File: src/rtl/core/assert_macros.svh
// Assertion helpers shared by the core modules.
// Simulation builds get the checks, synthesis builds get empty bodies.
`ifndef ASSERT_MACROS_SVH
`define ASSERT_MACROS_SVH

`ifndef SYNTHESIS

// Same-cycle implication: whenever ante holds, cons must hold too.
`define ASSERT_IMPLIES(label, clk, rst, ante, cons) \
   label: assert property (@(posedge clk) disable iff (rst) (ante) |-> (cons)) \
      else $error("assertion failed: same-cycle implication");

// Next-cycle implication: whenever ante holds, cons must hold in the next cycle.
`define ASSERT_NEXT(label, clk, rst, ante, cons) \
   label: assert property (@(posedge clk) disable iff (rst) (ante) |=> (cons)) \
      else $error("assertion failed: next-cycle implication");

`else

`define ASSERT_IMPLIES(label, clk, rst, ante, cons)
`define ASSERT_NEXT(label, clk, rst, ante, cons)

`endif

`endif

File: src/rtl/core/lups_pkg.sv
package lups_pkg;

   localparam int SLOT_COUNT     = 10;
   localparam int USE_COUNT_BITS = 31;
   localparam int SLOT_IDX_BITS  = (SLOT_COUNT > 1) ? $clog2(SLOT_COUNT) : 1;

   // Request modes.
   localparam logic [1:0] MODE_CANDIDATE     = 2'd0;
   localparam logic [1:0] MODE_DEVICE_DOWN   = 2'd1;
   localparam logic [1:0] MODE_ROUTE_REMOVED = 2'd2;

   // Selection sources reported with each result.
   localparam logic [1:0] SRC_NEW_OR_ZERO    = 2'd0;
   localparam logic [1:0] SRC_LEAST_USED     = 2'd1;
   localparam logic [1:0] SRC_FIRST_FALLBACK = 2'd2;
   localparam logic [1:0] SRC_HELD           = 2'd3;

   typedef logic [SLOT_IDX_BITS-1:0]  slot_idx_type;
   typedef logic [USE_COUNT_BITS-1:0] use_count_type;

   typedef struct packed {
      logic [1:0]  mode;
      logic [15:0] route_id;
      logic [15:0] device_id;
      logic        eligible;
      logic        hold_previous;
      logic        first_of_list;
      logic        last_of_list;
   } req_type;

   typedef struct packed {
      logic [15:0] selected_route;
      logic [1:0]  selection_source;
   } rsp_type;

   // What the slot table reports about the device of the current request.
   typedef struct packed {
      logic          hit;
      slot_idx_type  hit_slot;
      use_count_type hit_count;
      logic          free_avail;
      slot_idx_type  free_slot;
   } slot_lookup_type;

   // Updates the selector asks the slot table to make.
   typedef struct packed {
      logic         alloc_en;
      slot_idx_type alloc_slot;
      logic         free_en;
      slot_idx_type free_slot;
      logic         bump_en;
      slot_idx_type bump_slot;
   } slot_cmd_type;

endpackage

File: src/rtl/core/lups_slot_table.sv
`include "assert_macros.svh"

module lups_slot_table import lups_pkg::*; (
   input  logic            clock,
   input  logic            reset,
   input  logic [15:0]     lookup_device,
   input  slot_cmd_type    cmd,
   output slot_lookup_type lookup
);

   logic [SLOT_COUNT-1:0] slot_used_ff;
   logic [SLOT_COUNT-1:0] slot_used_in;
   logic [15:0]           slot_device_ff [SLOT_COUNT];
   logic [15:0]           slot_device_in [SLOT_COUNT];
   use_count_type         slot_count_ff  [SLOT_COUNT];
   use_count_type         slot_count_in  [SLOT_COUNT];

   logic [SLOT_COUNT-1:0] match;
   logic [SLOT_COUNT-1:0] alloc_vec;
   logic [SLOT_COUNT-1:0] free_vec;
   logic [SLOT_COUNT-1:0] bump_vec;
   logic                  overflow;

   // Parallel compare of every slot against the requested device.
   always_comb begin
      lookup     = '0;
      for (int i = 0; i < SLOT_COUNT; i++) begin
         match[i] = slot_used_ff[i] && (slot_device_ff[i] == lookup_device);
         if (match[i]) begin
            lookup.hit_slot  = SLOT_IDX_BITS'(i);
            lookup.hit_count = lookup.hit_count | slot_count_ff[i];
         end
      end
      lookup.hit = |match;
      // Lowest free slot wins, so scan downward and let the last write stand.
      for (int i = SLOT_COUNT - 1; i >= 0; i--) begin
         if (!slot_used_ff[i]) begin
            lookup.free_slot = SLOT_IDX_BITS'(i);
         end
      end
      lookup.free_avail = ~&slot_used_ff;
   end

   always_comb begin
      overflow = 1'b0;
      for (int i = 0; i < SLOT_COUNT; i++) begin
         alloc_vec[i] = cmd.alloc_en && (cmd.alloc_slot == SLOT_IDX_BITS'(i));
         free_vec[i]  = cmd.free_en  && (cmd.free_slot  == SLOT_IDX_BITS'(i));
         bump_vec[i]  = cmd.bump_en  && (cmd.bump_slot  == SLOT_IDX_BITS'(i));
         // A freshly allocated slot starts from zero and cannot overflow.
         if (bump_vec[i] && !alloc_vec[i] && (&slot_count_ff[i])) begin
            overflow = 1'b1;
         end
      end
      for (int i = 0; i < SLOT_COUNT; i++) begin
         slot_used_in[i]   = slot_used_ff[i];
         slot_device_in[i] = slot_device_ff[i];
         if (free_vec[i]) begin
            slot_used_in[i]   = 1'b0;
            slot_device_in[i] = '0;
         end else if (alloc_vec[i]) begin
            slot_used_in[i]   = 1'b1;
            slot_device_in[i] = lookup_device;
         end
         if (overflow || free_vec[i]) begin
            slot_count_in[i] = '0;
         end else begin
            slot_count_in[i] = (alloc_vec[i] ? '0 : slot_count_ff[i])
                             + USE_COUNT_BITS'(bump_vec[i]);
         end
      end
   end

   always_ff @(posedge clock) begin
      if (reset) begin
         slot_used_ff <= '0;
         for (int i = 0; i < SLOT_COUNT; i++) begin
            slot_count_ff[i] <= '0;
         end
      end else begin
         slot_used_ff <= slot_used_in;
         for (int i = 0; i < SLOT_COUNT; i++) begin
            slot_count_ff[i] <= slot_count_in[i];
         end
      end
   end

   always_ff @(posedge clock) begin
      for (int i = 0; i < SLOT_COUNT; i++) begin
         slot_device_ff[i] <= slot_device_in[i];
      end
   end

   `ASSERT_IMPLIES(a_single_match, clock, reset, 1'b1, $countones(match) <= 1)
   `ASSERT_IMPLIES(a_alloc_free_slot, clock, reset, cmd.alloc_en, !cmd.free_en && !lookup.hit)
   `ASSERT_NEXT(a_overflow_clears, clock, reset, overflow, slot_count_ff[0] == '0)

endmodule

File: src/rtl/core/lups_select.sv
`include "assert_macros.svh"

module lups_select import lups_pkg::*; (
   input  logic            clock,
   input  logic            reset,
   input  logic            item_valid,
   input  req_type         item,
   input  slot_lookup_type lookup,
   output slot_cmd_type    cmd,
   output logic            out_valid,
   output rsp_type         out_data
);

   logic [15:0]   last_route_ff,       last_route_in;
   logic          last_valid_ff,       last_valid_in;
   logic [15:0]   list_first_route_ff, list_first_route_in;
   use_count_type running_min_ff,      running_min_in;
   slot_idx_type  min_slot_ff,         min_slot_in;
   logic [15:0]   min_route_ff,        min_route_in;
   logic          min_found_ff,        min_found_in;
   logic [15:0]   winner_route_ff,     winner_route_in;
   logic          winner_found_ff,     winner_found_in;
   logic          holding_ff,          holding_in;

   logic          cand;
   logic          holding_eff;
   logic          take;
   logic          skip;
   logic          fresh;
   logic          win;
   logic          upd_min;
   slot_idx_type  cand_slot;

   always_comb begin
      cmd                 = '0;
      out_valid           = 1'b0;
      out_data            = '0;
      last_route_in       = last_route_ff;
      last_valid_in       = last_valid_ff;
      list_first_route_in = list_first_route_ff;
      running_min_in      = running_min_ff;
      min_slot_in         = min_slot_ff;
      min_route_in        = min_route_ff;
      min_found_in        = min_found_ff;
      winner_route_in     = winner_route_ff;
      winner_found_in     = winner_found_ff;
      holding_in          = holding_ff;
      holding_eff         = holding_ff;
      take                = 1'b0;
      skip                = 1'b0;
      fresh               = 1'b0;
      win                 = 1'b0;
      upd_min             = 1'b0;
      cand_slot           = lookup.hit ? lookup.hit_slot : lookup.free_slot;
      cand                = item_valid && (item.mode == MODE_CANDIDATE);

      if (item_valid && (item.mode == MODE_DEVICE_DOWN)) begin
         cmd.free_en   = lookup.hit;
         cmd.free_slot = lookup.hit_slot;
      end

      if (item_valid && (item.mode == MODE_ROUTE_REMOVED)) begin
         if (last_valid_ff && (last_route_ff == item.route_id)) begin
            last_valid_in = 1'b0;
         end
      end

      if (cand) begin
         // A first mark opens a fresh list.
         if (item.first_of_list) begin
            running_min_in      = '1;
            min_slot_in         = '0;
            min_route_in        = '0;
            min_found_in        = 1'b0;
            winner_route_in     = '0;
            winner_found_in     = 1'b0;
            list_first_route_in = item.route_id;
            holding_in          = item.hold_previous && last_valid_ff;
         end
         holding_eff = holding_in;

         take  = !holding_eff && item.eligible && !winner_found_in;
         fresh = !lookup.hit && lookup.free_avail;
         skip  = !lookup.hit && !lookup.free_avail;
         win   = take && !skip
              && (fresh || (min_found_in && (running_min_in == '0)));
         upd_min = take && !skip && !win
                && (!min_found_in || (lookup.hit_count < running_min_in));

         cmd.alloc_en   = take && fresh;
         cmd.alloc_slot = cand_slot;

         if (win) begin
            winner_route_in = item.route_id;
            winner_found_in = 1'b1;
            cmd.bump_en     = 1'b1;
            cmd.bump_slot   = cand_slot;
         end
         if (upd_min) begin
            running_min_in = lookup.hit_count;
            min_slot_in    = cand_slot;
            min_route_in   = item.route_id;
            min_found_in   = 1'b1;
         end

         if (item.last_of_list) begin
            out_valid = 1'b1;
            if (holding_eff) begin
               out_data.selected_route   = last_route_ff;
               out_data.selection_source = SRC_HELD;
            end else begin
               if (winner_found_in) begin
                  out_data.selected_route   = winner_route_in;
                  out_data.selection_source = SRC_NEW_OR_ZERO;
               end else if (min_found_in) begin
                  cmd.bump_en               = 1'b1;
                  cmd.bump_slot             = min_slot_in;
                  out_data.selected_route   = min_route_in;
                  out_data.selection_source = SRC_LEAST_USED;
               end else begin
                  out_data.selected_route   = list_first_route_in;
                  out_data.selection_source = SRC_FIRST_FALLBACK;
               end
               last_route_in = out_data.selected_route;
               last_valid_in = 1'b1;
            end
            running_min_in  = '1;
            min_slot_in     = '0;
            min_route_in    = '0;
            min_found_in    = 1'b0;
            winner_route_in = '0;
            winner_found_in = 1'b0;
            holding_in      = 1'b0;
         end
      end
   end

   always_ff @(posedge clock) begin
      if (reset) begin
         last_route_ff       <= '0;
         last_valid_ff       <= 1'b0;
         list_first_route_ff <= '0;
         running_min_ff      <= '1;
         min_slot_ff         <= '0;
         min_route_ff        <= '0;
         min_found_ff        <= 1'b0;
         winner_route_ff     <= '0;
         winner_found_ff     <= 1'b0;
         holding_ff          <= 1'b0;
      end else begin
         last_route_ff       <= last_route_in;
         last_valid_ff       <= last_valid_in;
         list_first_route_ff <= list_first_route_in;
         running_min_ff      <= running_min_in;
         min_slot_ff         <= min_slot_in;
         min_route_ff        <= min_route_in;
         min_found_ff        <= min_found_in;
         winner_route_ff     <= winner_route_in;
         winner_found_ff     <= winner_found_in;
         holding_ff          <= holding_in;
      end
   end

   `ASSERT_IMPLIES(a_hold_no_winner, clock, reset, holding_ff, !winner_found_ff && !min_found_ff)
   `ASSERT_IMPLIES(a_bump_not_held, clock, reset, cmd.bump_en, !holding_eff && !cmd.free_en)
   `ASSERT_NEXT(a_sel_recorded, clock, reset, out_valid && (out_data.selection_source != SRC_HELD), last_valid_ff)

endmodule

File: src/rtl/core/least_used_path_selector_core.sv
// Channel   | Ports                       | Handshake
// ----------+-----------------------------+--------------------------------------
// request   | start, busy, req_payload    | taken on a rising edge with start=1, busy=0
// result    | rsp_valid, rsp_payload      | one-cycle strobe, receiver cannot stall
//
// Each request is captured in an input register, the slot table lookup and
// selection run in the following cycle, and the result register presents the
// response on the cycle after that. A new request can be accepted in every cycle,
// so busy is always low and the sustained rate is one request per cycle; the slot
// table compare is the long path.
// Reset is synchronous and active high; it empties the slot table and the list
// state. Results cannot be held off, so there is no backpressure anywhere.
module least_used_path_selector_core import lups_pkg::*; (
   input  logic    clock,
   input  logic    reset,
   input  logic    start,
   output logic    busy,
   input  req_type req_payload,
   output logic    rsp_valid,
   output rsp_type rsp_payload
);

   // Input register stage.
   logic    item_valid_ff, item_valid_in;
   req_type item_ff,       item_in;

   // Result register stage.
   logic    rsp_valid_ff,  rsp_valid_in;
   rsp_type rsp_data_ff,   rsp_data_in;

   slot_lookup_type lookup;
   slot_cmd_type    cmd;
   logic            sel_valid;
   rsp_type         sel_data;

   // The core never pushes back, so busy is tied low.
   assign busy = 1'b0;

   assign item_valid_in = start && !busy;
   assign item_in       = req_payload;

   // The slot table answers for the device of the registered request and applies
   // the allocation, release and count updates that the selector decides on.
   lups_slot_table u_slot_table (
      .clock         (clock),
      .reset         (reset),
      .lookup_device (item_ff.device_id),
      .cmd           (cmd),
      .lookup        (lookup)
   );

   // The selector keeps the per-list running minimum, the winner and the
   // previously chosen route, and forms the response on the last candidate.
   lups_select u_select (
      .clock      (clock),
      .reset      (reset),
      .item_valid (item_valid_ff),
      .item       (item_ff),
      .lookup     (lookup),
      .cmd        (cmd),
      .out_valid  (sel_valid),
      .out_data   (sel_data)
   );

   assign rsp_valid_in = sel_valid;
   assign rsp_data_in  = sel_data;

   always_ff @(posedge clock) begin
      if (reset) begin
         item_valid_ff <= 1'b0;
         rsp_valid_ff  <= 1'b0;
      end else begin
         item_valid_ff <= item_valid_in;
         rsp_valid_ff  <= rsp_valid_in;
      end
   end

   // Payload registers carry no reset; their valid flags qualify them.
   always_ff @(posedge clock) begin
      if (item_valid_in) begin
         item_ff <= item_in;
      end
      rsp_data_ff <= rsp_data_in;
   end

   assign rsp_valid   = rsp_valid_ff;
   assign rsp_payload = rsp_data_ff;

endmodule

File: config.mk
export PLATFORM = sky130hd
export DESIGN_NAME = least_used_path_selector_core
export DESIGN_NICKNAME = d
export VERILOG_FILES = /design/src/rtl/core/lups_pkg.sv /design/src/rtl/core/lups_slot_table.sv /design/src/rtl/core/lups_select.sv /design/src/rtl/core/least_used_path_selector_core.sv
export VERILOG_INCLUDE_DIRS = /design/src /design/src/rtl/core
export SDC_FILE = /design/constraint.sdc
export NUM_CORES = 2
export LEC_CHECK = 0
export BUFFER_PORTS_ARGS = -buffer_cell sky130_fd_sc_hd__buf_2
export CAP_MARGIN = 30
export CELL_PAD_IN_SITES_DETAIL_PLACEMENT = 0
export CELL_PAD_IN_SITES_GLOBAL_PLACEMENT = 2
export CORE_MARGIN = 5
export CORE_UTILIZATION = 35
export CTS_CLUSTER_DIAMETER = 60
export DETAILED_ROUTE_END_ITERATION = 16
export GPL_ROUTABILITY_DRIVEN = 0
export PLACE_DENSITY = 0.74
export RECOVER_POWER = 100
export SYNTH_ARGS = -nofsm -noshare
export SYNTH_HDL_FRONTEND = slang
export SYNTH_SLANG_ARGS = --single-unit
File: constraint.sdc
create_clock -name clock -period 6.65 [get_ports clock]
set_clock_uncertainty 0.15 [all_clocks]
set_input_delay 0 -clock clock [delete_from_list [all_inputs] [get_ports clock]]
set_output_delay 0 -clock clock [all_outputs]
set_load 0.1 [all_outputs]
==> flow_summary.ini <==
[run_status]
status = finished, violations left
violations = max-capacitance violations, max-slew violations, negative setup slack

[worst_setup_path]
crit_path_end_kind = flip-flop
slowest_delay_ns = 0.43
worstSetupPathType = reg2reg
crit_arrival_ns = 7.46
crit_top_cell = buf_4
critPathSlowestCell = edfxtp_1
worstPathRequired_ns = 7.06
critPathLaunchType = flip-flop
cp_max_fo = 8

[finish]
fin_area_um2 = 44430
final_cell_mix = dfxtp_1 (603), buf_4 (469), nor2_1 (415)
nFillCells = 9420
syn2layout_area_growth_pct = 32.72
fin_util = 0.4677
fin_cells = 5779
nNetsFinal = 4540
drive_above_1_share = 0.2430
antennaDiodeCount = 0
final_common_cell = dfxtp_1

[grt]
use_met3 = 0.03355
grt_usage = 0.2534
grt_max_degree = 78
use_met1 = 0.3422
grt_overflow = 0
use_met2 = 0.4071
grt_pass1_wl_mm = 200.7
grt_antenna_before_repair = 3
top_usage_layer = met2
grt_pass1_vias = 30400

[detailed_routing]
wl_mm = 134.8
drc_errors = 0
ant_nets = 0
routed-via-count = 31770
drt-initial-drc-count = 2723
avgRoutedWirePerCell_um = 23.32
via_per_inst = 5.497
firstDrtPassIters = 6

[synthesis]
synth_edf_count = 38
synth.distinct_cells = 82
synth.avg_cell_area_um2 = 8.578
synthArstFlopShare = 0
syn_inst = 3903
yosysSeqAreaShare = 0.3946
synth_top_cell_by_area = dfxtp_1
netlist_top_cells_area = dfxtp_1 (36%), xnor2_1 (6.8%), xor2_1 (5.3%)
synthesis.nets = 3994
synth-main-ff-cell = dfxtp_1
synth-seq-cells = 641
yosysWarnings = 0
syn_area_um2 = 33480
synth_top_area_share = 0.3606

[power_and_ir_drop]
p_int_mw = 6.731
power_frac_comb = 0.067
cellPowerDensity_nw_per_um2 = 202.3
p_sw_mw = 2.259
power.leakage_nw = 16.92
clockPowerShare = 0.488
power_mw = 8.990
irDropWorstVdd_mv = 0.2187
power_frac_seq = 0.446
p_sw_frac = 0.2513

[timing]
slew_headroom = -1.393
setup_viol = 271
fin_crit_ns = 7.046
timing.final.crit_share = 1.060
layout_setup_ws_ns = -0.3965
slew_violations = 105
finalSetupTns_ns = -32.83
tightestPinTransition_ns = 3.589
max_clock_freq_ghz = 0.1419
whs_ns = 0.2992
rsz0062_at_grt = true
hold_viol_final = 0

[clock_tree]
root_buffer = clkbuf_16
clk_pin_slew_ns = 0.06
cts_tree = yes
clk_latency_ns = 0.68
clockBufferDepth = 3
h-tree-depth = 3
cts_made_buffers = 84
clock-sinks = 641

[floorplan]
dieHeight_um = 319.3
core-area_um2 = 95010
start_util = 0.3524
die_area_um2 = 101900
pin_count = 61
rows = 113
die_w_um = 319.3

[place]
placed_cell_area_um2 = 38370
dp_cells = 5417
port_buffers = 59
pre_cts_ws_ns = -1.056
dp_hpwl_mm = 98.24

[job]
cap_viol_max_count = 2

[hold_path]
hp-class = reg2reg
-- metal layers --
| layer | share of wire | vias to the layer above | wire [um] |
|---|---|---|---|
| met4 | 0.054 | 0 | 7271 |
| met1 | 0.44 | 15520 | 59010 |
| li1 | - | 15030 | - |
| met5 | 0 | - | 0 |
| met3 | 0.055 | 271 | 7384 |
| met2 | 0.45 | 953 | 61110 |
-- cells in the mapped netlist, drive strengths merged (6+ instances only) --
| library cell | n |
|---|---|
| a21oi | 122 |
| o22ai | 31 |
| o21ai | 43 |
| inv | 38 |
| ha | 50 |
| a22oi | 145 |
| edfxtp | 38 |
| a22o | 30 |
| and2 | 30 |
| nand3 | 269 |
| nor4b | 9 |
| nand2 | 409 |
| buf | 106 |
| mux2i | 91 |
| xor2 | 204 |
| a221oi | 51 |
| clkbuf | 178 |
| o21a | 6 |
| nor2b | 16 |
| nor4 | 215 |
| and3 | 76 |
| dfxtp | 603 |
| xnor2 | 261 |
| nor2 | 437 |
| nand2b | 37 |
| nand4 | 114 |
| and4 | 11 |
| nor3 | 130 |
| or2 | 7 |
| or4 | 12 |
| or3 | 27 |
| a211oi | 37 |
-- kinds of logic (layout without fill, tap and decap cells) --
family / after synthesis / in the layout / synth area share
AOI/OAI and AO/OA: 509 / 509 / 0.1059
xor gates and xnor gates: 465 / 465 / 0.1216
adders and majority gates: 50 / 50 / 0.01869
buffers and inverters: 322 / 932 / 0.04429
DFF: 641 / 641 / 0.3946
muxes: 94 / 94 / 0.02833
other: 1 / 1 / 0.0001120
and+or+nand+nor: 1821 / 1822 / 0.2864
-- worst max-delay path: cells and delay by family (launching register included) --
family                    cells  cell delay [ns]
xor gates and xnor gates      1             0.17
and+or+nand+nor               4             0.52
DFF                           1             0.43
AOI/OAI and AO/OA             3             0.62
buffers and inverters        39             5.05
-- power groups by stage --
stage                     combinational, mW  sequential, mW  clock (mW)
after detailed placement              0.503            4.08           0
after global routing                  0.643            4.01        4.66
after floorplan                       0.282            4.07           0
after CTS                             0.582            4.00        4.49
after global placement                0.502            4.08           0
final                                 0.600            4.01        4.38
-- cell type report --
| type | instances | area, um^2 | area share |
|---|---|---|---|
| inverter | 38 | 150.1 | 0.003379 |
| clock inverter | 35 | 339.1 | 0.007631 |
| timing repair buffer | 743 | 6534 | 0.1470 |
| tap | 1265 | 1583 | 0.03562 |
| clock buffer | 116 | 2303 | 0.05184 |
| sequential | 641 | 13210 | 0.2974 |
| multi-input combinational | 2941 | 20310 | 0.4571 |
-- worst paths after layout --
kind	startpoint	endpoint	slack, ns	depth (start not counted)
setup / recovery	item_ff[18]	u_select.running_min_ff[13]	-0.40	47
hold / removal	u_select.min_slot_ff[3]	u_select.min_slot_ff[3]	0.30	2
setup reg to reg	item_ff[18]	u_select.running_min_ff[13]	-0.40	47
hold reg to reg	u_select.min_slot_ff[3]	u_select.min_slot_ff[3]	0.30	2
-- sequential cells by signal (all words and copies together), names as in the netlist, 4 cells and up --
register                      cells
rsp_payload                      18
item_ff                          38
u_select.min_route_ff            16
u_slot_table.slot_device_ff     160
u_slot_table.slot_count_ff      310
u_slot_table.slot_used_ff        10
u_select.running_min_ff          31
u_select.min_slot_ff              4
u_select.winner_route_ff         16
u_select.last_route_ff           16
u_select.list_first_route_ff     16
-- repair_timing --
action	4_1_cts	5_1_grt
pin swaps	73	21
hold buffers	78	0
cloned	8	1
hold endpoints to repair	149	0
endpoints found under the setup margin	310	391
buffers inserted	112	12
resized for setup	226	74
Power figures use the tool's default switching activity.
